File: config.mk
export PLATFORM = sky130hd
export DESIGN_NAME = bounded_double_ended_queue_flat
export DESIGN_NICKNAME = d
export VERILOG_FILES = /design/src/hdl/bdq_pkg.sv /design/src/hdl/bdq_if.sv /design/src/hdl/bounded_double_ended_queue.sv /design/src/flat_wrapper.sv
export SDC_FILE = /design/constraint.sdc
export NUM_CORES = 1
export LEC_CHECK = 0
export BUFFER_PORTS_ARGS = -buffer_cell sky130_fd_sc_hd__buf_2
export CORE_MARGIN = 2
export CORE_UTILIZATION = 45
export DETAILED_ROUTE_END_ITERATION = 8
export PLACE_DENSITY = 0.6
export SYNTH_ARGS = -nofsm -noshare
export SYNTH_HDL_FRONTEND = slang
export SYNTH_SLANG_ARGS = --single-unit
File: constraint.sdc
create_clock -name clk -period 7.69 [get_ports clk]
set_clock_uncertainty 0.2 [all_clocks]
set_input_delay 1.1535 -clock clk [delete_from_list [all_inputs] [get_ports clk]]
set_output_delay 1.1535 -clock clk [all_outputs]
set_load 0.02 [all_outputs]
File: src/hdl/bdq_pkg.sv
// Package for the bounded double-ended queue.
// Holds the storage depth, field widths, request codes and shared types.
// Used by the channel interfaces, the top level and the checker.
package bdq_pkg;

    // Built storage depth and the widths that follow from it.
    localparam int DEPTH = 16;
    localparam int IDX_W = (DEPTH > 1) ? $clog2(DEPTH) : 1;

    // Field widths fixed by the transaction format.
    localparam int WORD_W = 32;
    localparam int CNT_W  = 5;
    localparam int REQ_W  = 3;

    typedef logic signed [WORD_W-1:0] word_t;
    typedef logic [IDX_W-1:0]         idx_t;
    typedef logic [CNT_W-1:0]         cnt_t;
    typedef logic [REQ_W-1:0]         req_t;

    // Request codes.
    localparam req_t REQ_INS_FRONT = 3'd0;
    localparam req_t REQ_INS_REAR  = 3'd1;
    localparam req_t REQ_DEL_FRONT = 3'd2;
    localparam req_t REQ_DEL_REAR  = 3'd3;
    localparam req_t REQ_QUERY     = 3'd4;

    // Word reported for both ends while the queue is empty.
    localparam word_t EMPTY_WORD = -32'sd1;

    // Capacity after reset.
    localparam cnt_t CAP_RESET = cnt_t'(DEPTH);

endpackage

File: src/hdl/bdq_if.sv
// Valid/ready channel interfaces for the request and result transactions.
// Depends on bdq_pkg for the payload types.
interface bdq_req_if;
    logic          valid;
    logic          ready;
    bdq_pkg::req_t  req_type;
    bdq_pkg::word_t value;

    modport source (output valid, output req_type, output value, input ready);
    modport sink   (input valid, input req_type, input value, output ready);
endinterface

interface bdq_rsp_if;
    logic           valid;
    logic           ready;
    logic           ok;
    bdq_pkg::word_t front_word;
    bdq_pkg::word_t rear_word;
    logic           is_empty;
    logic           is_full;
    bdq_pkg::cnt_t  occupancy;

    modport source (output valid, output ok, output front_word, output rear_word,
                    output is_empty, output is_full, output occupancy, input ready);
    modport sink   (input valid, input ok, input front_word, input rear_word,
                    input is_empty, input is_full, input occupancy, output ready);
endinterface

File: src/hdl/bounded_double_ended_queue.sv
// Bounded double-ended queue of signed 32-bit words in a 16-entry ring memory.
// Sequence: an accepted request updates the pointers and count; in ST_READ both
// ends are read into registers, and in ST_LOAD the result register is loaded once free.
// Flow: a new request is taken only after the previous result has been loaded into
// the result register; an untaken result holds input off.
// Reset: the queue is empty, the capacity is 16 and no result is pending;
// the ring contents are not cleared. A capacity write also empties the queue.
module bounded_double_ended_queue (
    input  logic              clk,
    input  logic              rst_n,
    input  logic              cfg_wr_en,
    input  bdq_pkg::cnt_t     cfg_wr_data,
    bdq_req_if.sink           req,
    bdq_rsp_if.source         rsp
);
    import bdq_pkg::*;

    // Sequencer codes.
    localparam logic [1:0] ST_IDLE = 2'd0;
    localparam logic [1:0] ST_READ = 2'd1;
    localparam logic [1:0] ST_LOAD = 2'd2;

    logic [1:0] state_reg, state_next;

    cnt_t  capacity_reg;
    idx_t  head_reg, head_next;
    idx_t  tail_reg, tail_next;
    cnt_t  count_reg, count_next;
    logic  ok_reg, ok_next;

    // Result register.
    logic  rsp_valid_reg;
    logic  rsp_ok_reg;
    word_t rsp_front_reg;
    word_t rsp_rear_reg;
    logic  rsp_empty_reg;
    logic  rsp_full_reg;
    cnt_t  rsp_occ_reg;

    // Ring memory and its registered read data.
    word_t ring_mem [DEPTH];
    word_t front_rd_reg;
    word_t rear_rd_reg;
    logic  mem_we;
    idx_t  mem_wr_idx;

    logic  req_fire;
    logic  load_rsp;
    cnt_t  cap_eff;
    cnt_t  cfg_cap_eff;
    cnt_t  head_ext;
    cnt_t  tail_ext;
    logic  is_full_now;
    logic  is_empty_now;
    idx_t  head_dec;
    idx_t  head_inc;
    idx_t  tail_dec;
    idx_t  tail_inc;

    // Effective capacity: zero acts as one, anything above the depth as the depth.
    function automatic cnt_t clamp_cap(input cnt_t cap);
        cnt_t res;
        res = cap;
        if (cap == '0)
            res = cnt_t'(1);
        else if (cap > cnt_t'(DEPTH))
            res = cnt_t'(DEPTH);
        return res;
    endfunction

    assign cap_eff     = clamp_cap(capacity_reg);
    assign cfg_cap_eff = clamp_cap(cfg_wr_data);

    // Requests are taken only while the sequencer is idle.
    assign req.ready = (state_reg == ST_IDLE);
    assign req_fire  = req.valid && req.ready;
    assign load_rsp  = (state_reg == ST_LOAD) && (!rsp_valid_reg || rsp.ready);

    // Wrapping index steps at the effective capacity.
    assign head_ext     = cnt_t'(head_reg);
    assign tail_ext     = cnt_t'(tail_reg);
    assign is_full_now  = (count_reg >= cap_eff);
    assign is_empty_now = (count_reg == '0);
    assign head_dec = (head_ext == '0 || head_ext >= cap_eff) ? idx_t'(cap_eff - cnt_t'(1))
                                                              : idx_t'(head_ext - cnt_t'(1));
    assign head_inc = (head_ext + cnt_t'(1) >= cap_eff) ? '0 : idx_t'(head_ext + cnt_t'(1));
    assign tail_dec = (tail_ext == '0 || tail_ext >= cap_eff) ? idx_t'(cap_eff - cnt_t'(1))
                                                              : idx_t'(tail_ext - cnt_t'(1));
    assign tail_inc = (tail_ext + cnt_t'(1) >= cap_eff) ? '0 : idx_t'(tail_ext + cnt_t'(1));

    // Pointer and count update for the accepted request.
    always_comb
    begin
        head_next  = head_reg;
        tail_next  = tail_reg;
        count_next = count_reg;
        ok_next    = 1'b0;
        mem_we     = 1'b0;
        mem_wr_idx = head_dec;
        unique case (req.req_type)
            REQ_INS_FRONT:
            begin
                if (!is_full_now)
                begin
                    head_next  = head_dec;
                    count_next = count_reg + cnt_t'(1);
                    ok_next    = 1'b1;
                    mem_we     = req_fire;
                end
            end
            REQ_INS_REAR:
            begin
                mem_wr_idx = tail_inc;
                if (!is_full_now)
                begin
                    tail_next  = tail_inc;
                    count_next = count_reg + cnt_t'(1);
                    ok_next    = 1'b1;
                    mem_we     = req_fire;
                end
            end
            REQ_DEL_FRONT:
            begin
                if (!is_empty_now)
                begin
                    head_next  = head_inc;
                    count_next = count_reg - cnt_t'(1);
                    ok_next    = 1'b1;
                end
            end
            REQ_DEL_REAR:
            begin
                if (!is_empty_now)
                begin
                    tail_next  = tail_dec;
                    count_next = count_reg - cnt_t'(1);
                    ok_next    = 1'b1;
                end
            end
            REQ_QUERY:
            begin
                ok_next = 1'b1;
            end
            default:
            begin
                ok_next = 1'b0;
            end
        endcase
    end

    // Sequencer: accept, read both ends, then hand over to the result register.
    always_comb
    begin
        state_next = state_reg;
        unique case (state_reg)
            ST_IDLE:
            begin
                if (req_fire)
                    state_next = ST_READ;
            end
            ST_READ:
            begin
                state_next = ST_LOAD;
            end
            ST_LOAD:
            begin
                if (load_rsp)
                    state_next = ST_IDLE;
            end
            default:
            begin
                state_next = ST_IDLE;
            end
        endcase
    end

    // Control state: sequencer, capacity, pointers and count.
    always_ff @(posedge clk or negedge rst_n)
    begin
        if (!rst_n)
        begin
            state_reg    <= ST_IDLE;
            capacity_reg <= CAP_RESET;
            head_reg     <= '0;
            tail_reg     <= idx_t'(clamp_cap(CAP_RESET) - cnt_t'(1));
            count_reg    <= '0;
            ok_reg       <= 1'b0;
        end
        else
        begin
            state_reg <= state_next;
            if (cfg_wr_en)
            begin
                capacity_reg <= cfg_wr_data;
                head_reg     <= '0;
                tail_reg     <= idx_t'(cfg_cap_eff - cnt_t'(1));
                count_reg    <= '0;
            end
            else if (req_fire)
            begin
                head_reg  <= head_next;
                tail_reg  <= tail_next;
                count_reg <= count_next;
                ok_reg    <= ok_next;
            end
        end
    end

    // Ring memory: one write port, two registered read ports.
    always_ff @(posedge clk)
    begin
        if (mem_we)
            ring_mem[mem_wr_idx] <= req.value;
        front_rd_reg <= ring_mem[head_reg];
        rear_rd_reg  <= ring_mem[tail_reg];
    end

    // Result valid flag.
    always_ff @(posedge clk or negedge rst_n)
    begin
        if (!rst_n)
            rsp_valid_reg <= 1'b0;
        else if (load_rsp)
            rsp_valid_reg <= 1'b1;
        else if (rsp.ready)
            rsp_valid_reg <= 1'b0;
    end

    // Result payload, loaded once the read data has settled.
    always_ff @(posedge clk)
    begin
        if (load_rsp)
        begin
            rsp_ok_reg    <= ok_reg;
            rsp_front_reg <= is_empty_now ? EMPTY_WORD : front_rd_reg;
            rsp_rear_reg  <= is_empty_now ? EMPTY_WORD : rear_rd_reg;
            rsp_empty_reg <= is_empty_now;
            rsp_full_reg  <= is_full_now;
            rsp_occ_reg   <= count_reg;
        end
    end

    assign rsp.valid      = rsp_valid_reg;
    assign rsp.ok         = rsp_ok_reg;
    assign rsp.front_word = rsp_front_reg;
    assign rsp.rear_word  = rsp_rear_reg;
    assign rsp.is_empty   = rsp_empty_reg;
    assign rsp.is_full    = rsp_full_reg;
    assign rsp.occupancy  = rsp_occ_reg;

endmodule

File: src/flat_wrapper.sv
// flat-port wrapper written by rule: the top's interface ports become plain ports
module bounded_double_ended_queue_flat import bdq_pkg::*;
  (clk, rst_n, cfg_wr_en, cfg_wr_data, req_valid, req_req_type, req_value, req_ready, rsp_valid, rsp_ok, rsp_front_word, rsp_rear_word, rsp_is_empty, rsp_is_full, rsp_occupancy, rsp_ready);
  bdq_req_if req_i ();
  bdq_rsp_if rsp_i ();
  input  logic clk;
  input  logic rst_n;
  input  logic cfg_wr_en;
  input  bdq_pkg::cnt_t cfg_wr_data;
  input wire logic [$bits(req_i.valid)-1:0] req_valid;
  input wire logic [$bits(req_i.req_type)-1:0] req_req_type;
  input wire logic [$bits(req_i.value)-1:0] req_value;
  output wire logic [$bits(req_i.ready)-1:0] req_ready;
  output wire logic [$bits(rsp_i.valid)-1:0] rsp_valid;
  output wire logic [$bits(rsp_i.ok)-1:0] rsp_ok;
  output wire logic [$bits(rsp_i.front_word)-1:0] rsp_front_word;
  output wire logic [$bits(rsp_i.rear_word)-1:0] rsp_rear_word;
  output wire logic [$bits(rsp_i.is_empty)-1:0] rsp_is_empty;
  output wire logic [$bits(rsp_i.is_full)-1:0] rsp_is_full;
  output wire logic [$bits(rsp_i.occupancy)-1:0] rsp_occupancy;
  input wire logic [$bits(rsp_i.ready)-1:0] rsp_ready;
  assign req_i.valid = req_valid;
  assign req_i.req_type = req_req_type;
  assign req_i.value = req_value;
  assign req_ready = req_i.ready;
  assign rsp_valid = rsp_i.valid;
  assign rsp_ok = rsp_i.ok;
  assign rsp_front_word = rsp_i.front_word;
  assign rsp_rear_word = rsp_i.rear_word;
  assign rsp_is_empty = rsp_i.is_empty;
  assign rsp_is_full = rsp_i.is_full;
  assign rsp_occupancy = rsp_i.occupancy;
  assign rsp_i.ready = rsp_ready;
  bounded_double_ended_queue u_core (.clk(clk), .rst_n(rst_n), .cfg_wr_en(cfg_wr_en), .cfg_wr_data(cfg_wr_data), .req(req_i), .rsp(rsp_i));
endmodule
==> metrics.cfg, run 1 <==
[status]
status = finished clean

[route]
post-route-drc-count = 0
totalWireLength_mm = 68.2
met2_length_mm = 33.1
highest_layer = met5
dr.pass1.iters = 5
routedWlPerCell_um = 27.8
final_antenna_net_count = 0
vias_per_cell = 6.04
num_vias = 14838
wl_met1_mm = 29.3
drt-initial-drc-count = 1463
dr_wl_met3_mm = 4.29

[worst_hold_path]
hold_path_end = u_core.rsp.ok
min_path_cells = 0
worstHoldStart = u_core.ok_reg
hold_class = reg -> reg

[clock_network]
clk_latency_ps = 600
cts_tree = done
ctsResizeCount = 0
clock_sinks = 670
htreeDepth = 3
clk_path_buf_depth = 3
root_buffer = clkbuf_16
numCtsBuffers = 72
hold_buffers = 0
cts_setup_buffers = 0
cts.clk_slew.worst_paths_ps = 60

[timing]
worst_pin_slew_ps = 1280
tns_ps = 0
hold_violations = 0
slew_violations = 0
max_freq_ghz = 0.180
relSlewSlack_pct = 13.7
fin_crit_ps = 5550
rsz0062_at_grt = no
finalSetupViolations = 0
worst_slack_ps = 2140
post-route-period-util_pct = 72.2

[finish]
drive_above_1_share_pct = 43.5
finalNonFillerCells = 2456
fin_area_sq_um = 33500
area_delta_synth_final_pct = 13.9
top_register = u_core.ring_mem
nets = 1621
largest_register_ffs = 512

[pwr]
peakVddDrop_uv = 204
p_leak_nw = 10.5
p_per_area_nw_per_um2 = 273
total_power_w = 0.00913

[critical_path]
slowest_stage = dfstp_4
cp_top_family = simple AND/OR/NAND/NOR gates
path_buf_inv = 1
crit_arrival_ps = 5630
crit_fanout = 47
r2r_cells = 12
critPathCaptureType = register
path_class = reg -> reg
crit_top_cell = ha_1
crit_required_ps = 7770
cp-start-kind = register
crit_chain = ha_1 > nor2b_1 > or2_2 > ha_1 > a21o_1 > a31oi_1 > o21a_1 > nand3_1 > a21oi_1 > o21ai_0 > nor2_4 > buf_4
r2r_setup_slack_ps = 2140
cpPeakStageDelay_ps = 1170
reg2reg_to = u_core.ring_mem[10][29]
r2r_start = u_core.tail_reg[0]

[global_route]
grt_overflow = 0
antenna_found_initial = 1
grt_use_total_pct = 20.8
grt_pass1_wl_mm = 102
grt_max_degree = 94
grt_pass1_vias = 15480

[floorplanning]
dieArea_sq_um = 67300
initial_utilization_pct = 45.6
row_count = 93
core_sq_um = 64500
die_h_um = 259
die_w_um = 259
io_pins = 119

[placed_design]
hpwl_mm = 37.7
io_buffers = 118
dp_cells = 2322
gp_congestion = 0.821
dp_slack_ps = 2000
placed_area_sq_um = 31000

[synthesis]
synth_area_sq_um = 29400
netlist_instances = 1409
synth_top_area_share_pct = 59.7
yosysTopAreaCell = edfxtp_1
yosysMostFrequentCell = edfxtp_1
synth_common_cells = edfxtp_1, mux4_2, or2_2, dfxtp_1
yosys-top-cells-area = edfxtp_1, mux4_2, dfxtp_1
ys_seq_area_share_pct = 66.0
ys_ff_latch = 670
async_flop_share_pct = 3.28
ys.flop_type = edfxtp_1
synth_edf_count = 584
ys_warn_count = 0
avgSynthCellArea_sq_um = 20.8
synth_cell_types = 66
syn_nets = 1489

[job]
maxCapViolCount = 0

-- cell families (layout without fill, tap and decap cells) --
logic type / count (synthesis) / count (layout) / synth area share, %
flip-flops: 670 / 670 / 66.0
multiplexers: 332 / 332 / 25.0
AND/OR/NAND/NOR: 171 / 171 / 3.29
buffers and inverters: 107 / 298 / 1.63
AO/OA/AOI/OAI: 81 / 81 / 2.18
adder cells (fa/ha/maj): 35 / 35 / 1.52
XOR/XNOR: 13 / 13 / 0.388
other: 0 / 1 / 0
-- cells in the final DEF, fill, tap and decap left out, types with 6 or more instances in the layout --
cell type   synthesis  layout
nand2b_1            6       6
edfxtp_1          584     584
dfxtp_1            64      64
clkbuf_8            0      11
clkbuf_16           0      76
o21a_1              6       6
nor3_1              8       8
nor2_1             30      17
or2_2              65      65
nor2_4              0      13
mux4_2            320     320
clkinvlp_4          0       7
buf_2              34     118
bufinv_16           0       6
nand3_1             9       9
o21ai_0            11      11
inv_1              19      19
clkbuf_1           32      20
clkinv_2            0       9
nand2_1            21      21
a21oi_1            21      21
xnor2_1            11      11
mux2_2              6       6
ha_1               34      34
buf_4               5      27
dfrtp_1            17      13
-- metrics by stage --
step	hold slack [ps]	utilization [%]
global route	283	51.9
CTS	267	51.9
finish	258	51.9
global placement	241	48.1
detailed placement	254	48.1
floorplan	226	-
-- how the worst max path moves through the flow --
stage / start / endpoint / cells past startpoint
5_1_grt: u_core.tail_reg[0] / u_core.ring_mem[6][18] / 11
3_3_place_gp: u_core.tail_reg[0] / u_core.ring_mem[4][0] / 10
2_1_floorplan: u_core.tail_reg[0] / u_core.ring_mem[3][0] / 11
3_5_place_dp: u_core.tail_reg[0] / u_core.ring_mem[10][29] / 11
4_1_cts: u_core.tail_reg[0] / u_core.ring_mem[11][3] / 11
6_report: u_core.tail_reg[0] / u_core.ring_mem[10][29] / 12
-- power breakdown --
part           switching (W)  leakage (nW)  internal [W]
combinational       0.000667          3.35      0.000614
sequential          0.000155          5.98       0.00417
clock                0.00140          1.18       0.00213
total                0.00222          10.5       0.00691
-- per-layer routing --
layer / vias to the layer above / track usage (%)
met3: 108 / 3.93
met1: 7966 / 30.0
met2: 514 / 32.7
met4: 2 / 6.05
met5: - / 0
li1: 6248 / -
-- layout make-up --
cell class                 count  area (sq um)
antenna                        1          2.50
clock buffer                 107          2130
clock inverter                26           315
fill                        5167         31000
inverter                      19          71.3
multi-input combinational    632          9650
sequential                   670         19400
tap                          855          1070
timing repair buffer         146           813
Note: power is estimated with default switching activity, not from simulation.
==> run 2: changes to the inputs <==
clock period = 5.11 ns   (was 7.69 ns; I/O delays follow)
==> run 2 against run 1 <==
Against the previous run: combinational power increased by 62%; clock-buffer cell count decreased by 7; critical path depth decreased by 1; final area increased by 0.63%; fmax increased by 26%; largest power group unchanged; highest routed layer unchanged.
==> metrics.cfg, run 2 (same netlist as run 1, synthesis figures left out) <==
[timing]
fin_crit_ps = 4410
slew_violations = 0
rsz0062_at_grt = no
max_freq_ghz = 0.227
finalSetupViolations = 0
worst_slack_ps = 699
tns_ps = 0
relSlewSlack_pct = 24.3
post-route-period-util_pct = 86.3
hold_violations = 0
worst_pin_slew_ps = 1140

[route]
vias_per_cell = 5.98
routedWlPerCell_um = 27.7
final_antenna_net_count = 0
dr.pass1.iters = 6
num_vias = 14819
totalWireLength_mm = 68.7
drt-initial-drc-count = 1457
post-route-drc-count = 0

[critical_path]
critPathCaptureType = register
crit_path_start = u_core.tail_reg[1]
r2r_start = u_core.tail_reg[1]
cp-start-kind = register
path_class = reg -> reg
crit_arrival_ps = 4470
crit_required_ps = 5170
crit_fanout = 35

[global_route]
grt_overflow = 0
grt_use_total_pct = 20.8
grt_pass1_wl_mm = 101
grt_max_degree = 68
antenna_found_initial = 4
grt_pass1_vias = 15344

[finish]
nFillCells = 5101
layout_commonest_cell = edfxtp_1
area_delta_synth_final_pct = 14.6
top_register = u_core.ring_mem
seqCellArea_sq_um = 19400
nets = 1645
final_cell_mix = edfxtp_1, mux4_2, buf_2, clkbuf_16, or2_2
largest_register_ffs = 512
drive_above_1_share_pct = 44.2
fin_util_pct = 52.2
multi_input_area_sq_um = 9650

[pwr]
peakVddDrop_uv = 265
p_per_area_nw_per_um2 = 412
total_power_w = 0.0139
p_leak_nw = 10.6

[placed_design]
gp_congestion = 0.853
io_buffers = 118
hpwl_mm = 41.1
dp_slack_ps = 733

[floorplanning]
die_w_um = 259
row_count = 93
io_pins = 119
dieArea_sq_um = 67300
initial_utilization_pct = 45.6
die_h_um = 259
core_sq_um = 64500

[clock_network]
clk_latency_ps = 610
cts_tree = done
cts.clk_slew.worst_paths_ps = 60
clock_sinks = 670
ctsResizeCount = 0
root_buffer = clkbuf_16
numCtsBuffers = 74
clk_path_buf_depth = 3
cts_setup_buffers = 0
hold_buffers = 1
htreeDepth = 3

[worst_hold_path]
worstHoldStart = cfg_wr_data[0]
hold_class = in -> reg

[job]
maxCapViolCount = 0

[status]
status = finished clean

[run 2: changes by cell type in the layout (fill, tap and decap cells not counted), moves of 3 or more]
cell / before / now
clkinv_1: 1 / 6
clkinv_2: 9 / 14
clkinvlp_4: 7 / 4
buf_4: 27 / 47
clkbuf_8: 11 / 5
clkbuf_1: 20 / 16
clkbuf_16: 76 / 79
[run 2: critical path, stage by stage, from the launching register on]
cell and delay [ps]:
dfstp_4 610, buf_4 450, inv_1 140, ha_1 390, ha_1 310, a31oi_1 70
o21a_1 260, and2_1 260, o221ai_1 120, nand4_1 450, a211oi_4 380, buf_4 380
[run 2: per-layer routing]
metal	part of all wire [%]	GRT usage, %	up-vias	routed length [um]
met3	5.2	3.40	85	3560
li1	-	-	6293	-
met2	49	33.2	431	33900
met1	44	29.9	8008	29900
met4	1.9	6.08	2	1300
met5	0.019	0	-	13
[run 2: layout make-up]
class,instances,share of cell area [%]
diodes,2,0.0149
clock buffers,100,6.26
clock inverters,34,1.09
inverters,19,0.212
multi-input cells,632,28.7
flip-flops and latches,670,57.6
well taps,855,3.18
repair buffers,168,2.95
[run 2: stage by stage]
| stage | hold slack, ps | cells | cell area [sq um] |
|---|---|---|---|
| 4_1_cts | 202 | 2478 | 33700 |
| 3_5_place_dp | 239 | 2343 | 31200 |
| 5_1_grt | 219 | 2479 | 33700 |
| 2_1_floorplan | 226 | 1409 | 29400 |
| 3_3_place_gp | 240 | 2343 | 31200 |
| 6_report | 230 | 2480 | 33700 |
[run 2: worst paths after layout]
kind | to | cells past startpoint | slack, ps
setup / recovery | u_core.ring_mem[3][23] | 11 | 700
hold / removal | u_core.capacity_reg[0] | 2 | 230
setup reg to reg | u_core.ring_mem[3][23] | 11 | 700
hold reg to reg | u_core.rsp.ok | 0 | 250
max in group asynchronous | u_core.head_reg[2] | 2 | 3740
min in group asynchronous | u_core.head_reg[0] | 2 | 510
[run 2: power breakdown]
| group | switching (W) | leakage [nW] | internal, W |
|---|---|---|---|
| clock | 0.00213 | 1.21 | 0.00325 |
| combinational | 0.00113 | 3.46 | 0.000943 |
| sequential | 0.000129 | 5.98 | 0.00628 |
==> run 3: changes to the inputs <==
clock period = 4.9 ns   (was 5.11 ns; I/O delays follow)
==> run 3 against run 2 <==
Against the previous run: sequential share of layout area down 0.39 points; hold slack worse by 13 ps; global-route usage down 0.057 points; critical path depth up 1; clock-buffer cell count up 3; combinational power up 4%; total power up 6.4%; routed wire length about the same; non-clock buffer count down 1; sequential power up 4.2%; setup slack worse by 230 ps; largest cell class unchanged; largest power group unchanged.
==> metrics.cfg, run 3 (same netlist as run 1, synthesis figures left out) <==
[status]
status = finished clean

[critical_path]
reg2reg_to = u_core.ring_mem[11][2]
r2r_start = u_core.tail_reg[1]
crit_fanout = 21
critPathCaptureType = register
r2r_cells = 12
r2r_setup_slack_ps = 470
slowest_stage = dfstp_4
crit_chain = ha_1 > nor2b_1 > or2_2 > ha_1 > a21o_1 > a31oi_1 > o21a_1 > and2_1 > nand3_1 > a21oi_1 > nor2b_4 > buf_4
cpPeakStageDelay_ps = 800
crit_required_ps = 4960
path_class = reg -> reg
crit_arrival_ps = 4490
path_buf_inv = 1
crit_path_end = u_core.ring_mem[11][2]
cp_top_family = simple AND/OR/NAND/NOR gates
cp-start-kind = register
cp.depth = 12
crit_path_start = u_core.tail_reg[1]
crit_top_cell = ha_1

[finish]
seqCellArea_sq_um = 19400
nFillCells = 5031
nets = 1643
multi_input_area_sq_um = 9650
top_register = u_core.ring_mem
largest_register_ffs = 512
layout_commonest_cell = edfxtp_1
fin_area_sq_um = 33900
final_cell_mix = edfxtp_1, mux4_2, buf_2, clkbuf_16, or2_2
drive_above_1_share_pct = 44.3
area_delta_synth_final_pct = 15.4

[floorplanning]
die_h_um = 259
die_w_um = 259
initial_utilization_pct = 45.6
dieArea_sq_um = 67300
core_sq_um = 64500
row_count = 93
io_pins = 119

[global_route]
grt_use_total_pct = 20.8
grt_pass1_vias = 15583
grt_overflow = 0
antenna_found_initial = 4
grt_pass1_wl_mm = 102
grt_max_degree = 95

[clock_network]
clk_path_buf_depth = 3
numCtsBuffers = 73
htreeDepth = 3
ctsResizeCount = 0
root_buffer = clkbuf_16
cts_tree = done
clock_sinks = 670
cts.clk_slew.worst_paths_ps = 60
clk_latency_ps = 600

[placed_design]
placed_area_sq_um = 31300
hpwl_mm = 39.6
dp_slack_ps = 557
io_buffers = 118
gp_congestion = 0.862

[route]
vias_per_cell = 6.01
totalWireLength_mm = 68.6
routedWlPerCell_um = 27.7
dr.pass1.iters = 7
drt-initial-drc-count = 1304
num_vias = 14910
final_antenna_net_count = 0
post-route-drc-count = 0

[timing]
hold_violations = 0
tns_ps = 0
finalSetupViolations = 0
slew_violations = 0
worst_slack_ps = 468
fin_crit_ps = 4430
post-route-period-util_pct = 90.5
relSlewSlack_pct = 24.4
max_freq_ghz = 0.226
rsz0062_at_grt = no
hold_ws_ps = 217
worst_pin_slew_ps = 1130

[worst_hold_path]
hold_class = in -> reg
worstHoldStart = cfg_wr_data[0]

[pwr]
peakVddDrop_uv = 211
p_leak_nw = 10.7
total_power_w = 0.0148
p_per_area_nw_per_um2 = 435

[job]
maxCapViolCount = 0

run 3: changes by cell type in the layout (fill, tap and decap cells not counted), sizes merged:
cell | before | now
clkinv | 22 | 15
bufinv | 7 | 12
clkbuf | 100 | 103
clkinvlp | 4 | 2
buf | 167 | 166
inv | 20 | 21
run 3: routing by layer:
layer  track usage, %  part of all wire, %  vias up
met1             29.8                   43     8046
met5                0                0.019        -
met3             3.18                  5.6       83
met4             5.64                  1.8        2
met2             33.4                   49      496
li1                 -                    -     6283
run 3: worst min path at each step:
stage                        endpoint  slack, ps  cells past startpoint
5_1_grt        u_core.capacity_reg[3]        200                      2
3_3_place_gp            u_core.rsp.ok        240                      0
4_1_cts        u_core.capacity_reg[0]        180                      2
3_5_place_dp            u_core.rsp.ok        250                      0
6_report       u_core.capacity_reg[0]        220                      2
2_1_floorplan           u_core.rsp.ok        230                      0
run 3: area by class of cell:
class | instances | share of cell area, %
Multi-Input combinational cell | 632 | 28.5
Clock inverter | 31 | 1.40
Tap cell | 855 | 3.16
Antenna cell | 2 | 0.0148
Timing Repair Buffer | 167 | 3.17
Clock buffer | 103 | 6.33
Inverter | 19 | 0.210
Sequential cell | 670 | 57.2
run 3: power breakdown:
group	total, W	switching, W	internal (W)	leakage, nW
combinational	0.00217	0.00118	0.000988	3.48
clock	0.00592	0.00222	0.00370	1.28
sequential	0.00667	0.000124	0.00654	5.98
run 3: through the flow:
stage / util (%) / cells
floorplan: - / 1409
global placement: 48.5 / 2342
detailed placement: 48.5 / 2342
CTS: 52.6 / 2477
global route: 52.6 / 2477
finish: 52.6 / 2479
run 3: repair_timing:
item / in CTS / in global routing
setup buffers: 0 / 0
hold endpoints to repair: 17 / 0
hold buffers: 1 / 0
